--- config.mk ---
export PLATFORM = sky130hd
export DESIGN_NAME = leap_second_table_lookup_top
export DESIGN_NICKNAME = d
export VERILOG_FILES = /design/src/rtl/ltl_pkg.sv /design/src/rtl/ltl_ram.sv /design/src/rtl/ltl_seq.sv /design/src/rtl/ltl_eval.sv /design/src/rtl/leap_second_table_lookup_top.sv
export SDC_FILE = /design/constraint.sdc
export NUM_CORES = 2
export LEC_CHECK = 0
export ABC_AREA = 1
export BUFFER_PORTS_ARGS = -buffer_cell sky130_fd_sc_hd__buf_2
export CORE_MARGIN = 2
export CORE_UTILIZATION = 45
export CTS_CLUSTER_DIAMETER = 100
export CTS_CLUSTER_SIZE = 30
export DETAILED_ROUTE_END_ITERATION = 8
export SLEW_MARGIN = 15
export SYNTH_ARGS = -nofsm -noshare
export SYNTH_HDL_FRONTEND = slang
export SYNTH_SLANG_ARGS = --single-unit
--- constraint.sdc ---
create_clock -name i_clk -period 6.1 [get_ports i_clk]
set_input_delay 0.305 -clock i_clk [delete_from_list [all_inputs] [get_ports i_clk]]
set_output_delay 0.305 -clock i_clk [all_outputs]
set_load 0.005 [all_outputs]
--- src/rtl/ltl_pkg.sv ---
package ltl_pkg;

    // Field widths
    localparam int TIME_W = 32;
    localparam int OFFS_W = 8;
    localparam int IDX_W  = 5;
    localparam int CFG_W  = 6;

    // Stream data widths, padded to whole bytes
    localparam int IN_TDATA_W  = 80;
    localparam int OUT_TDATA_W = 56;

    // Length of the pending-leap window in seconds
    localparam logic [TIME_W-1:0] DAY_SECONDS = 32'd86400;

    // Request kinds carried on tuser
    localparam logic OP_LOAD  = 1'b0;
    localparam logic OP_QUERY = 1'b1;

    // One table entry as held in the table memory
    typedef struct packed {
        logic                     kind;
        logic signed [OFFS_W-1:0] offset;
        logic [TIME_W-1:0]        etime;
    } t_entry;

    localparam int ENTRY_W = $bits(t_entry);

    // One lookup result, last field in the lowest bits
    typedef struct packed {
        logic [TIME_W-1:0]        utc_from_tai;
        logic                     leap_instant;
        logic signed [OFFS_W-1:0] tai_offset;
        logic                     stall_kind;
        logic                     stall_second;
        logic                     pending_kind;
        logic                     pending_today;
        logic signed [OFFS_W-1:0] utc_offset;
    } t_result;

    // Scan control from the sequencer to the evaluator
    typedef struct packed {
        logic clear;
        logic rd_vld;
        logic fin;
    } t_scan_ctl;

endpackage

--- src/rtl/ltl_ram.sv ---
module ltl_ram #(
    parameter int WIDTH = 8,
    parameter int DEPTH = 32,
    localparam int AW = (DEPTH > 1) ? $clog2(DEPTH) : 1
) (
    input  logic             i_clk,
    input  logic             i_wr_en,
    input  logic [AW-1:0]    i_wr_addr,
    input  logic [WIDTH-1:0] i_wr_data,
    input  logic             i_rd_en,
    input  logic [AW-1:0]    i_rd_addr,
    output logic [WIDTH-1:0] o_rd_data
);

    logic [WIDTH-1:0] r_mem [DEPTH];
    logic [WIDTH-1:0] r_rd_data;

    // Write one word
    always_ff @(posedge i_clk) begin
        if (i_wr_en) begin
            r_mem[i_wr_addr] <= i_wr_data;
        end
    end

    // Registered read
    always_ff @(posedge i_clk) begin
        if (i_rd_en) begin
            r_rd_data <= r_mem[i_rd_addr];
        end
    end

    assign o_rd_data = r_rd_data;

endmodule

--- src/rtl/ltl_seq.sv ---
module ltl_seq #(
    parameter int MAX_ENTRIES = 32,
    localparam int AW    = (MAX_ENTRIES > 1) ? $clog2(MAX_ENTRIES) : 1,
    localparam int CNT_W = $clog2(MAX_ENTRIES + 1)
) (
    input  logic               i_clk,
    input  logic               i_rst_n,
    input  logic               i_accept,
    input  logic               i_op,
    input  logic [CNT_W-1:0]   i_count,
    input  logic               i_out_free,
    output logic               o_idle,
    output logic               o_rd_en,
    output logic [AW-1:0]      o_rd_addr,
    output ltl_pkg::t_scan_ctl o_ctl
);

    import ltl_pkg::*;

    typedef enum logic [3:0] {
        S_IDLE   = 4'b0001,
        S_SCAN   = 4'b0010,
        S_DRAIN  = 4'b0100,
        S_FINISH = 4'b1000
    } t_seq_state;

    t_seq_state  r_state, n_state;
    logic [AW-1:0] r_addr, n_addr;
    logic        r_rd_vld;
    logic        w_clear;
    logic        w_fin;

    // Walk the table from the newest entry down to slot zero
    always_comb begin
        n_state = r_state;
        n_addr  = r_addr;
        w_clear = 1'b0;
        w_fin   = 1'b0;
        unique case (r_state)
            S_IDLE: begin
                if (i_accept && i_op == OP_QUERY) begin
                    w_clear = 1'b1;
                    if (i_count == '0) begin
                        n_state = S_FINISH;
                    end else begin
                        n_addr  = AW'(i_count - CNT_W'(1));
                        n_state = S_SCAN;
                    end
                end
            end
            S_SCAN: begin
                if (r_addr == '0) begin
                    n_state = S_DRAIN;
                end else begin
                    n_addr = r_addr - AW'(1);
                end
            end
            S_DRAIN: begin
                n_state = S_FINISH;
            end
            S_FINISH: begin
                if (i_out_free) begin
                    w_fin   = 1'b1;
                    n_state = S_IDLE;
                end
            end
            default: begin
                n_state = S_IDLE;
            end
        endcase
    end

    // Advance state; track read data returning in the cycle after each read
    always_ff @(posedge i_clk) begin
        if (!i_rst_n) begin
            r_state  <= S_IDLE;
            r_addr   <= '0;
            r_rd_vld <= 1'b0;
        end else begin
            r_state  <= n_state;
            r_addr   <= n_addr;
            r_rd_vld <= (r_state == S_SCAN);
        end
    end

    assign o_idle       = (r_state == S_IDLE);
    assign o_rd_en      = (r_state == S_SCAN);
    assign o_rd_addr    = r_addr;
    assign o_ctl.clear  = w_clear;
    assign o_ctl.rd_vld = r_rd_vld;
    assign o_ctl.fin    = w_fin;

endmodule

--- src/rtl/ltl_eval.sv ---
module ltl_eval (
    input  logic                          i_clk,
    input  logic                          i_rst_n,
    input  ltl_pkg::t_scan_ctl            i_ctl,
    input  logic [ltl_pkg::TIME_W-1:0]    i_query,
    input  ltl_pkg::t_entry               i_entry,
    output ltl_pkg::t_result              o_result
);

    import ltl_pkg::*;

    logic [TIME_W-1:0]        r_q;
    logic [TIME_W-1:0]        r_q1;
    logic                     r_utc_fnd;
    logic signed [OFFS_W-1:0] r_utc_off;
    logic                     r_pend;
    logic                     r_pend_kind;
    logic                     r_stall;
    logic                     r_stall_kind;
    logic                     r_tai_fnd;
    logic signed [OFFS_W-1:0] r_tai_off;
    logic                     r_instant;
    logic [TIME_W-1:0]        r_prev_bnd;
    logic                     r_prev_vld;

    logic [TIME_W-1:0] w_day_start;
    logic [TIME_W-1:0] w_bnd;
    logic              w_utc_hit;
    logic              w_pend_hit;
    logic              w_stall_hit;
    logic              w_tai_hit;
    logic              w_next_hit;

    // Compare the entry just read against the query
    always_comb begin
        w_day_start = i_entry.etime - DAY_SECONDS;
        w_bnd       = i_entry.etime + TIME_W'(i_entry.offset);
        w_utc_hit   = (i_entry.etime <= r_q);
        w_pend_hit  = (r_q >= w_day_start) && (r_q < i_entry.etime);
        w_stall_hit = (r_q1 == i_entry.etime);
        w_tai_hit   = (w_bnd <= r_q);
        w_next_hit  = r_prev_vld && (r_prev_bnd == r_q1);
    end

    // Hold the first match of each search
    always_ff @(posedge i_clk) begin
        if (!i_rst_n) begin
            r_utc_fnd  <= 1'b0;
            r_pend     <= 1'b0;
            r_stall    <= 1'b0;
            r_tai_fnd  <= 1'b0;
            r_prev_vld <= 1'b0;
        end else if (i_ctl.clear) begin
            r_utc_fnd  <= 1'b0;
            r_pend     <= 1'b0;
            r_stall    <= 1'b0;
            r_tai_fnd  <= 1'b0;
            r_prev_vld <= 1'b0;
        end else if (i_ctl.rd_vld) begin
            r_prev_vld <= 1'b1;
            if (!r_utc_fnd && w_utc_hit) begin
                r_utc_fnd <= 1'b1;
            end
            if (!r_pend && w_pend_hit) begin
                r_pend <= 1'b1;
            end
            if (!r_stall && w_stall_hit) begin
                r_stall <= 1'b1;
            end
            if (!r_tai_fnd && w_tai_hit) begin
                r_tai_fnd <= 1'b1;
            end
        end
    end

    // Capture query and matched values
    always_ff @(posedge i_clk) begin
        if (i_ctl.clear) begin
            r_q          <= i_query;
            r_q1         <= i_query + TIME_W'(1);
            r_utc_off    <= '0;
            r_pend_kind  <= 1'b0;
            r_stall_kind <= 1'b0;
            r_tai_off    <= '0;
            r_instant    <= 1'b0;
        end else if (i_ctl.rd_vld) begin
            r_prev_bnd <= w_bnd;
            if (!r_utc_fnd && w_utc_hit) begin
                r_utc_off <= i_entry.offset;
            end
            if (!r_pend && w_pend_hit) begin
                r_pend_kind <= i_entry.kind;
            end
            if (!r_stall && w_stall_hit) begin
                r_stall_kind <= i_entry.kind;
            end
            // the entry read just before this one is the next newer one
            if (!r_tai_fnd && w_tai_hit) begin
                r_tai_off <= i_entry.offset;
                r_instant <= w_next_hit;
            end
        end
    end

    // Without a TAI match the next entry is slot zero, the last one read
    always_comb begin
        o_result.utc_offset    = r_utc_off;
        o_result.pending_today = r_pend;
        o_result.pending_kind  = r_pend_kind;
        o_result.stall_second  = r_stall;
        o_result.stall_kind    = r_stall_kind;
        o_result.tai_offset    = r_tai_off;
        o_result.leap_instant  = r_tai_fnd ? r_instant : w_next_hit;
        o_result.utc_from_tai  = r_q - TIME_W'(r_tai_off);
    end

endmodule

--- src/rtl/leap_second_table_lookup_top.sv ---
// Channel   Direction  Ports                        Contents
// -------   ---------  ---------------------------  ----------------------------------------
// s_axis    in         tvalid tready tdata tuser    load entry or query time
// m_axis    out        tvalid tready tdata          one lookup result per query
// cfg       in         i_cfg_valid o_cfg_ready      entries_in_use
//
// A load request writes the table memory directly and leaves the block idle.
// A query with n entries in use holds off the next request while the sequencer
// passes scan (skipped when n is 0), drain and finish; the single memory read port
// reads one entry per cycle, newest first. Reset is synchronous, active low, and clears
// control only; the table is undefined until loaded. A stalled result waits in the
// output register and holds the block in its final step until m_axis_tready.
module leap_second_table_lookup_top #(
    parameter int MAX_ENTRIES = 32
) (
    input  logic                               i_clk,
    input  logic                               i_rst_n,
    // cfg: entries_in_use
    input  logic                               i_cfg_valid,
    output logic                               o_cfg_ready,
    input  logic [ltl_pkg::CFG_W-1:0]          i_cfg_data,
    // request stream
    input  logic                               s_axis_tvalid,
    output logic                               s_axis_tready,
    // entry_index, entry_time, entry_offset, entry_type, query_time, zero pad
    input  logic [ltl_pkg::IN_TDATA_W-1:0]     s_axis_tdata,
    // op
    input  logic                               s_axis_tuser,
    // result stream
    output logic                               m_axis_tvalid,
    input  logic                               m_axis_tready,
    // utc_offset, pending_today, pending_kind, stall_second, stall_kind,
    // tai_offset, leap_instant, utc_from_tai, zero pad
    output logic [ltl_pkg::OUT_TDATA_W-1:0]    m_axis_tdata
);

    import ltl_pkg::*;

    localparam int AW    = (MAX_ENTRIES > 1) ? $clog2(MAX_ENTRIES) : 1;
    localparam int CNT_W = $clog2(MAX_ENTRIES + 1);

    logic [CFG_W-1:0] r_entries;
    logic [CNT_W-1:0] w_count;
    logic             w_accept;
    logic             w_idle;
    logic             w_wr_en;
    logic [IDX_W-1:0] w_idx;
    t_entry           w_wr_entry;
    t_entry           w_rd_entry;
    logic             w_rd_en;
    logic [AW-1:0]    w_rd_addr;
    t_scan_ctl        w_ctl;
    t_result          w_result;
    logic             w_out_free;
    logic             r_out_vld;
    t_result          r_out;

    // Configuration register
    assign o_cfg_ready = 1'b1;

    always_ff @(posedge i_clk) begin
        if (!i_rst_n) begin
            r_entries <= '0;
        end else if (i_cfg_valid && o_cfg_ready) begin
            r_entries <= i_cfg_data;
        end
    end

    // Saturate the entry count to the table depth
    always_comb begin
        if (int'(r_entries) > MAX_ENTRIES) begin
            w_count = CNT_W'(MAX_ENTRIES);
        end else begin
            w_count = CNT_W'(r_entries);
        end
    end

    // Unpack the request
    assign s_axis_tready    = w_idle;
    assign w_accept         = s_axis_tvalid && s_axis_tready;
    assign w_idx            = s_axis_tdata[4:0];
    assign w_wr_entry.etime  = s_axis_tdata[36:5];
    assign w_wr_entry.offset = s_axis_tdata[44:37];
    assign w_wr_entry.kind   = s_axis_tdata[45];

    // Drop loads to slots beyond the table
    assign w_wr_en = w_accept && (s_axis_tuser == OP_LOAD) && (int'(w_idx) < MAX_ENTRIES);

    ltl_ram #(
        .WIDTH (ENTRY_W),
        .DEPTH (MAX_ENTRIES)
    ) u_table (
        .i_clk     (i_clk),
        .i_wr_en   (w_wr_en),
        .i_wr_addr (AW'(w_idx)),
        .i_wr_data (w_wr_entry),
        .i_rd_en   (w_rd_en),
        .i_rd_addr (w_rd_addr),
        .o_rd_data (w_rd_entry)
    );

    ltl_seq #(
        .MAX_ENTRIES (MAX_ENTRIES)
    ) u_seq (
        .i_clk      (i_clk),
        .i_rst_n    (i_rst_n),
        .i_accept   (w_accept),
        .i_op       (s_axis_tuser),
        .i_count    (w_count),
        .i_out_free (w_out_free),
        .o_idle     (w_idle),
        .o_rd_en    (w_rd_en),
        .o_rd_addr  (w_rd_addr),
        .o_ctl      (w_ctl)
    );

    ltl_eval u_eval (
        .i_clk    (i_clk),
        .i_rst_n  (i_rst_n),
        .i_ctl    (w_ctl),
        .i_query  (s_axis_tdata[77:46]),
        .i_entry  (w_rd_entry),
        .o_result (w_result)
    );

    // Output register
    assign w_out_free = !r_out_vld || m_axis_tready;

    always_ff @(posedge i_clk) begin
        if (!i_rst_n) begin
            r_out_vld <= 1'b0;
        end else if (w_ctl.fin) begin
            r_out_vld <= 1'b1;
        end else if (m_axis_tready) begin
            r_out_vld <= 1'b0;
        end
    end

    always_ff @(posedge i_clk) begin
        if (w_ctl.fin) begin
            r_out <= w_result;
        end
    end

    assign m_axis_tvalid = r_out_vld;
    assign m_axis_tdata  = OUT_TDATA_W'(r_out);

endmodule

==> results.txt <==
* Vias after detailed routing: 44,300
- CTS saw 1,543 sinks.
* Outcome: finished, final reports clean
- Transition time of the tightest slew-check pin: 1260 ps
* Clock skew: 61.2 ps
- edfxtp_1 is the most common cell in the netlist.
- Number of antenna violations at the first check in global routing: 18
- After synthesis, the share of flip-flops with an asynchronous set or reset is 0.
- Along the worst path, the maximum fanout reaches 26.
* Total global routing overflow: 0
- Worst reg2reg path startpoint: u_table.o_rd_data[39]
- Data on the critical path is required at its endpoint by 6770 ps.
- Cell type contributing the most total cell area after synthesis: edfxtp_1
- Setup repair after global routing left no endpoint under its margin.
* Switching share of power: 0.353
- After synthesis, the most frequently instantiated cells are edfxtp_1 (1,502), nor2_1 (949), o21ai_0 (724).
- Remaining design rule violation count: 0
* Number of warnings reported in the yosys synthesis log: 0
* Part of the Yosys area used for sequential elements: 0.690
- Post-Route Setup TNS: 0 ps
- Routed Antenna Nets: 0
- In this run the clock root is driven by a clkbuf_16.
* Minimum clock period after layout: 4640 ps
- Hold Violations, Final: 0
- Synth top area cells: edfxtp_1 (68%), o21ai_0 (5.4%), nor2_1 (5.4%)
- The routed design uses 12,600 µm of met3 wire.
* Share of power burned in combinational logic: 0.292
* Relative max-transition margin: 0.161
- For hold timing, the worst endpoint is u_table.r_mem[13][5].
* Arrival time at the worst endpoint: 5320 ps
- Type of the tightest min-delay check: in2reg
- Static leakage: 0.0241 µW
- Across the run, the number of max-cap violations was 0.
* H-tree Lvls: 2
- Count of buffers inserted at the top-level ports: 144
* Latest clock arrival within the worst-skew pair: 740 ps
- Clock-pin slew of the registers on the worst-case setup and hold paths: 120 ps
- Number of iterations in the first detailed-routing pass: 7
- The final-report max-slew violation count is 0.
* Placed Area: 69,400 µm²
* First-pass GRT wire length: 282,000 µm
- After synthesis the cells add up to 66,500 µm².
- Power Dens Cells: 346 nW/µm²
* Clock buffers created by TritonCTS: 61
- The HPWL after detailed placement is 112,000 µm.
* Int Power: 16,100 µW
- The most used flip-flop cell after synthesis is edfxtp_1.
* CP max stage cell: edfxtp_1
* Ordered list of cells on the worst path: ha_1 -> nand2_1 -> nor2_1 -> nand3_1 -> o21ai_1 -> nand2_1 -> nand2_1 -> nand3_1 -> nand3_1 -> nand2_1 -> ha_1 -> a21oi_1 -> o21ai_0 -> nand2_1 -> nand2_1 -> a21oi_1 -> nand2_1 -> nand2_1 -> nand2_1 -> nand2_1 -> nand2_1 -> nor2_1
* Setup Crit Path Kind: reg2reg
- The finished cells cover 71,900 µm².
* Die Footprint: 151,000 µm²
- Final std cells w/o fill: 7,477
* Share of power burned in registers: 0.500
- Peak per-stage delay on the critical path: 820 ps
- Hold Path Stages: 1
* Overall global routing resource usage: 0.251
- R2r worst-path depth: 22
* Resized Gates After CTS: 0
- In the final routing, the length of wire on met1 measures 81,300 µm.
- Pin count of the biggest net entering global routing: 232
* Via density per instance: 5.93
- Final count of negative-setup-slack endpoints: 0
- The final layout contains 5,770 nets.
* GPL Wtd Cong: 0.941
* Iter 0 DRT Violations: 4,532
- Gate Count Post-Synth: 5,454
- Dividing the detail-routed wire length by the instance count gives 25.9 µm.
* Reg2reg end: u_eval.r_instant
- Of the cells placed in the final design, the portion with a size suffix greater than 1 is 0.0702.
- Count of flip-flops with a built-in enable after synthesis: 1,502
- The worst register-to-register path has a setup slack of 1460 ps.
* Highest clock frequency the design can meet: 215 MHz
- A synthesized cell averages 12.2 µm².
* End-of-flow core utilization: 0.488
- Of the post-synthesis cell area, the dominant cell type holds 0.678.
- Critical path launch point type: flop
- The area growth from synthesis to layout is 8.06%.
- Synth cell types: 54
- Source of the worst hold timing path: s_axis_tdata[10]
* I/O pins: 151
* Via count of the first global-routing pass: 42,300
* Highest metal layer used by the detailed router: met5
- No sink is reached through more buffers than the 3 on the longest clock path.
- TritonCTS built the clock tree.
- For this configuration, the core starts out at a cell density of 0.452.
* Ratio of final minimum period to clock period: 0.761
- Die outline width: 389 µm
- Number of rows in the core area: 141
* Crit-path most repeated cell: nand2_1
- Kind of capture point of the worst setup path: flop
* Net switching power figure: 8770 µW
- Placeable core area: 147,000 µm²
* Total placed cells including tap cells: 7,325
* Final WL: 193,000 µm
- Clock share of power: 0.207
* Synthesis-stage register bit count: 1,543
- After detailed routing, the met2 layer carries 93,500 µm of wire.
* Peak supply drop: 0.273 mV
- Height of the chip: 389 µm
## per-stage QoR
stage	setup slack (ps)	total power, µW	hold slack [ps]
final	1460	24900	50.4
after global routing	1040	26000	44.2
after global placement	1330	19800	416
after CTS	1340	24900	0.656
after floorplan	22.7	17200	404
after detailed placement	1330	19800	418
## sequential cells by signal, summed over array words and instances (netlist names), 4 cells and up
name,count
m_axis_tdata,53
r_entries,6
u_eval.r_prev_bnd,32
u_eval.r_q,32
u_eval.r_q1,32
u_eval.r_tai_off,8
u_eval.r_utc_off,8
u_seq.o_rd_addr,5
u_seq.r_state,4
u_table.o_rd_data,41
u_table.r_mem,1312
## timing repair
| action | CTS | global route |
|---|---|---|
| setup buffers | 0 | 0 |
| endpoints found under the hold margin | 164 | 0 |
| hold buffers | 63 | 0 |
## kinds of logic after synthesis
kind of cell,after synthesis,synth area share
XOR/XNOR,125,0.0165
flip-flops,1543,0.690
AO/OA/AOI/OAI,1418,0.125
AND/OR/NAND/NOR,1648,0.102
other,2,0.000113
buffers and inverters,562,0.0361
adder cells (fa/ha/maj),156,0.0296
## power by group through the flow
stage | Clock, µW | Combinational, µW | Sequential, µW
after floorplan | 0 | 4800 | 12400
after global placement | 0 | 7070 | 12700
after detailed placement | 0 | 7160 | 12700
after CTS | 5270 | 7210 | 12400
after global routing | 5570 | 7980 | 12500
final | 5160 | 7270 | 12400
## layout by cell type (no fill, tap or decap), types with 7 or more instances in the layout
cell type	synthesis	layout
o21ai_1	77	77
o21ai_0	724	724
edfxtp_1	1502	1502
o22ai_1	74	74
ha_1	154	154
xor2_1	92	92
nand3_1	168	168
o21bai_1	9	9
nand2_1	390	390
clkbuf_16	0	63
a21o_1	7	7
inv_2	6	7
o221ai_1	262	262
buf_4	23	77
dlygate4sd3_1	0	63
nand4_1	54	54
buf_2	73	144
nor2_4	4	36
inv_1	259	255
a31oi_1	45	45
buf_12	0	12
dfxtp_1	41	36
or2_2	9	9
nor4_1	13	12
diode_2	0	7
nor2_1	949	917
xnor2_1	33	33
o21a_1	11	11
a21oi_1	194	194
nor3_1	35	35
## critical path: cells and delay by family (launching register included)
kind | cells | cell delay (ps)
adders and majority gates | 2 | 870
DFF | 1 | 820
and+or+nand+nor | 16 | 2080
AOI/OAI and AO/OA | 4 | 840
## worst max path at each step
stage,slack [ps],depth (start not counted),to,start
final,1460,22,u_eval.r_instant,u_table.o_rd_data[39]
after global routing,1040,24,u_eval.r_instant,u_table.o_rd_data[39]
after CTS,1340,20,u_eval.r_instant,u_table.o_rd_data[39]
after detailed placement,1330,19,u_eval.r_instant,u_table.o_rd_data[39]
after global placement,1330,19,u_eval.r_instant,u_table.o_rd_data[39]
after floorplan,20,2,m_axis_tdata[0],u_seq.r_state[3]
## metal layers
layer  vias up  track usage
li1      20100            -
met1     22300        0.342
met2      1627        0.425
met3       293       0.0261
met4         8       0.0754
met5         -            0
## final cells by class
type                            count  area (µm²)
Clock buffer                       69        1600
Timing Repair Buffer              297        2200
Clock inverter                     12         214
Multi-Input combinational cell   3351       18500
Tap cell                         1930        2410
Sequential cell                  1543       45900
Fill cell                       12800       75400
Inverter                          268        1050
Antenna cell                        7        17.5
No activity file was read; power rests on OpenSTA's default activity.
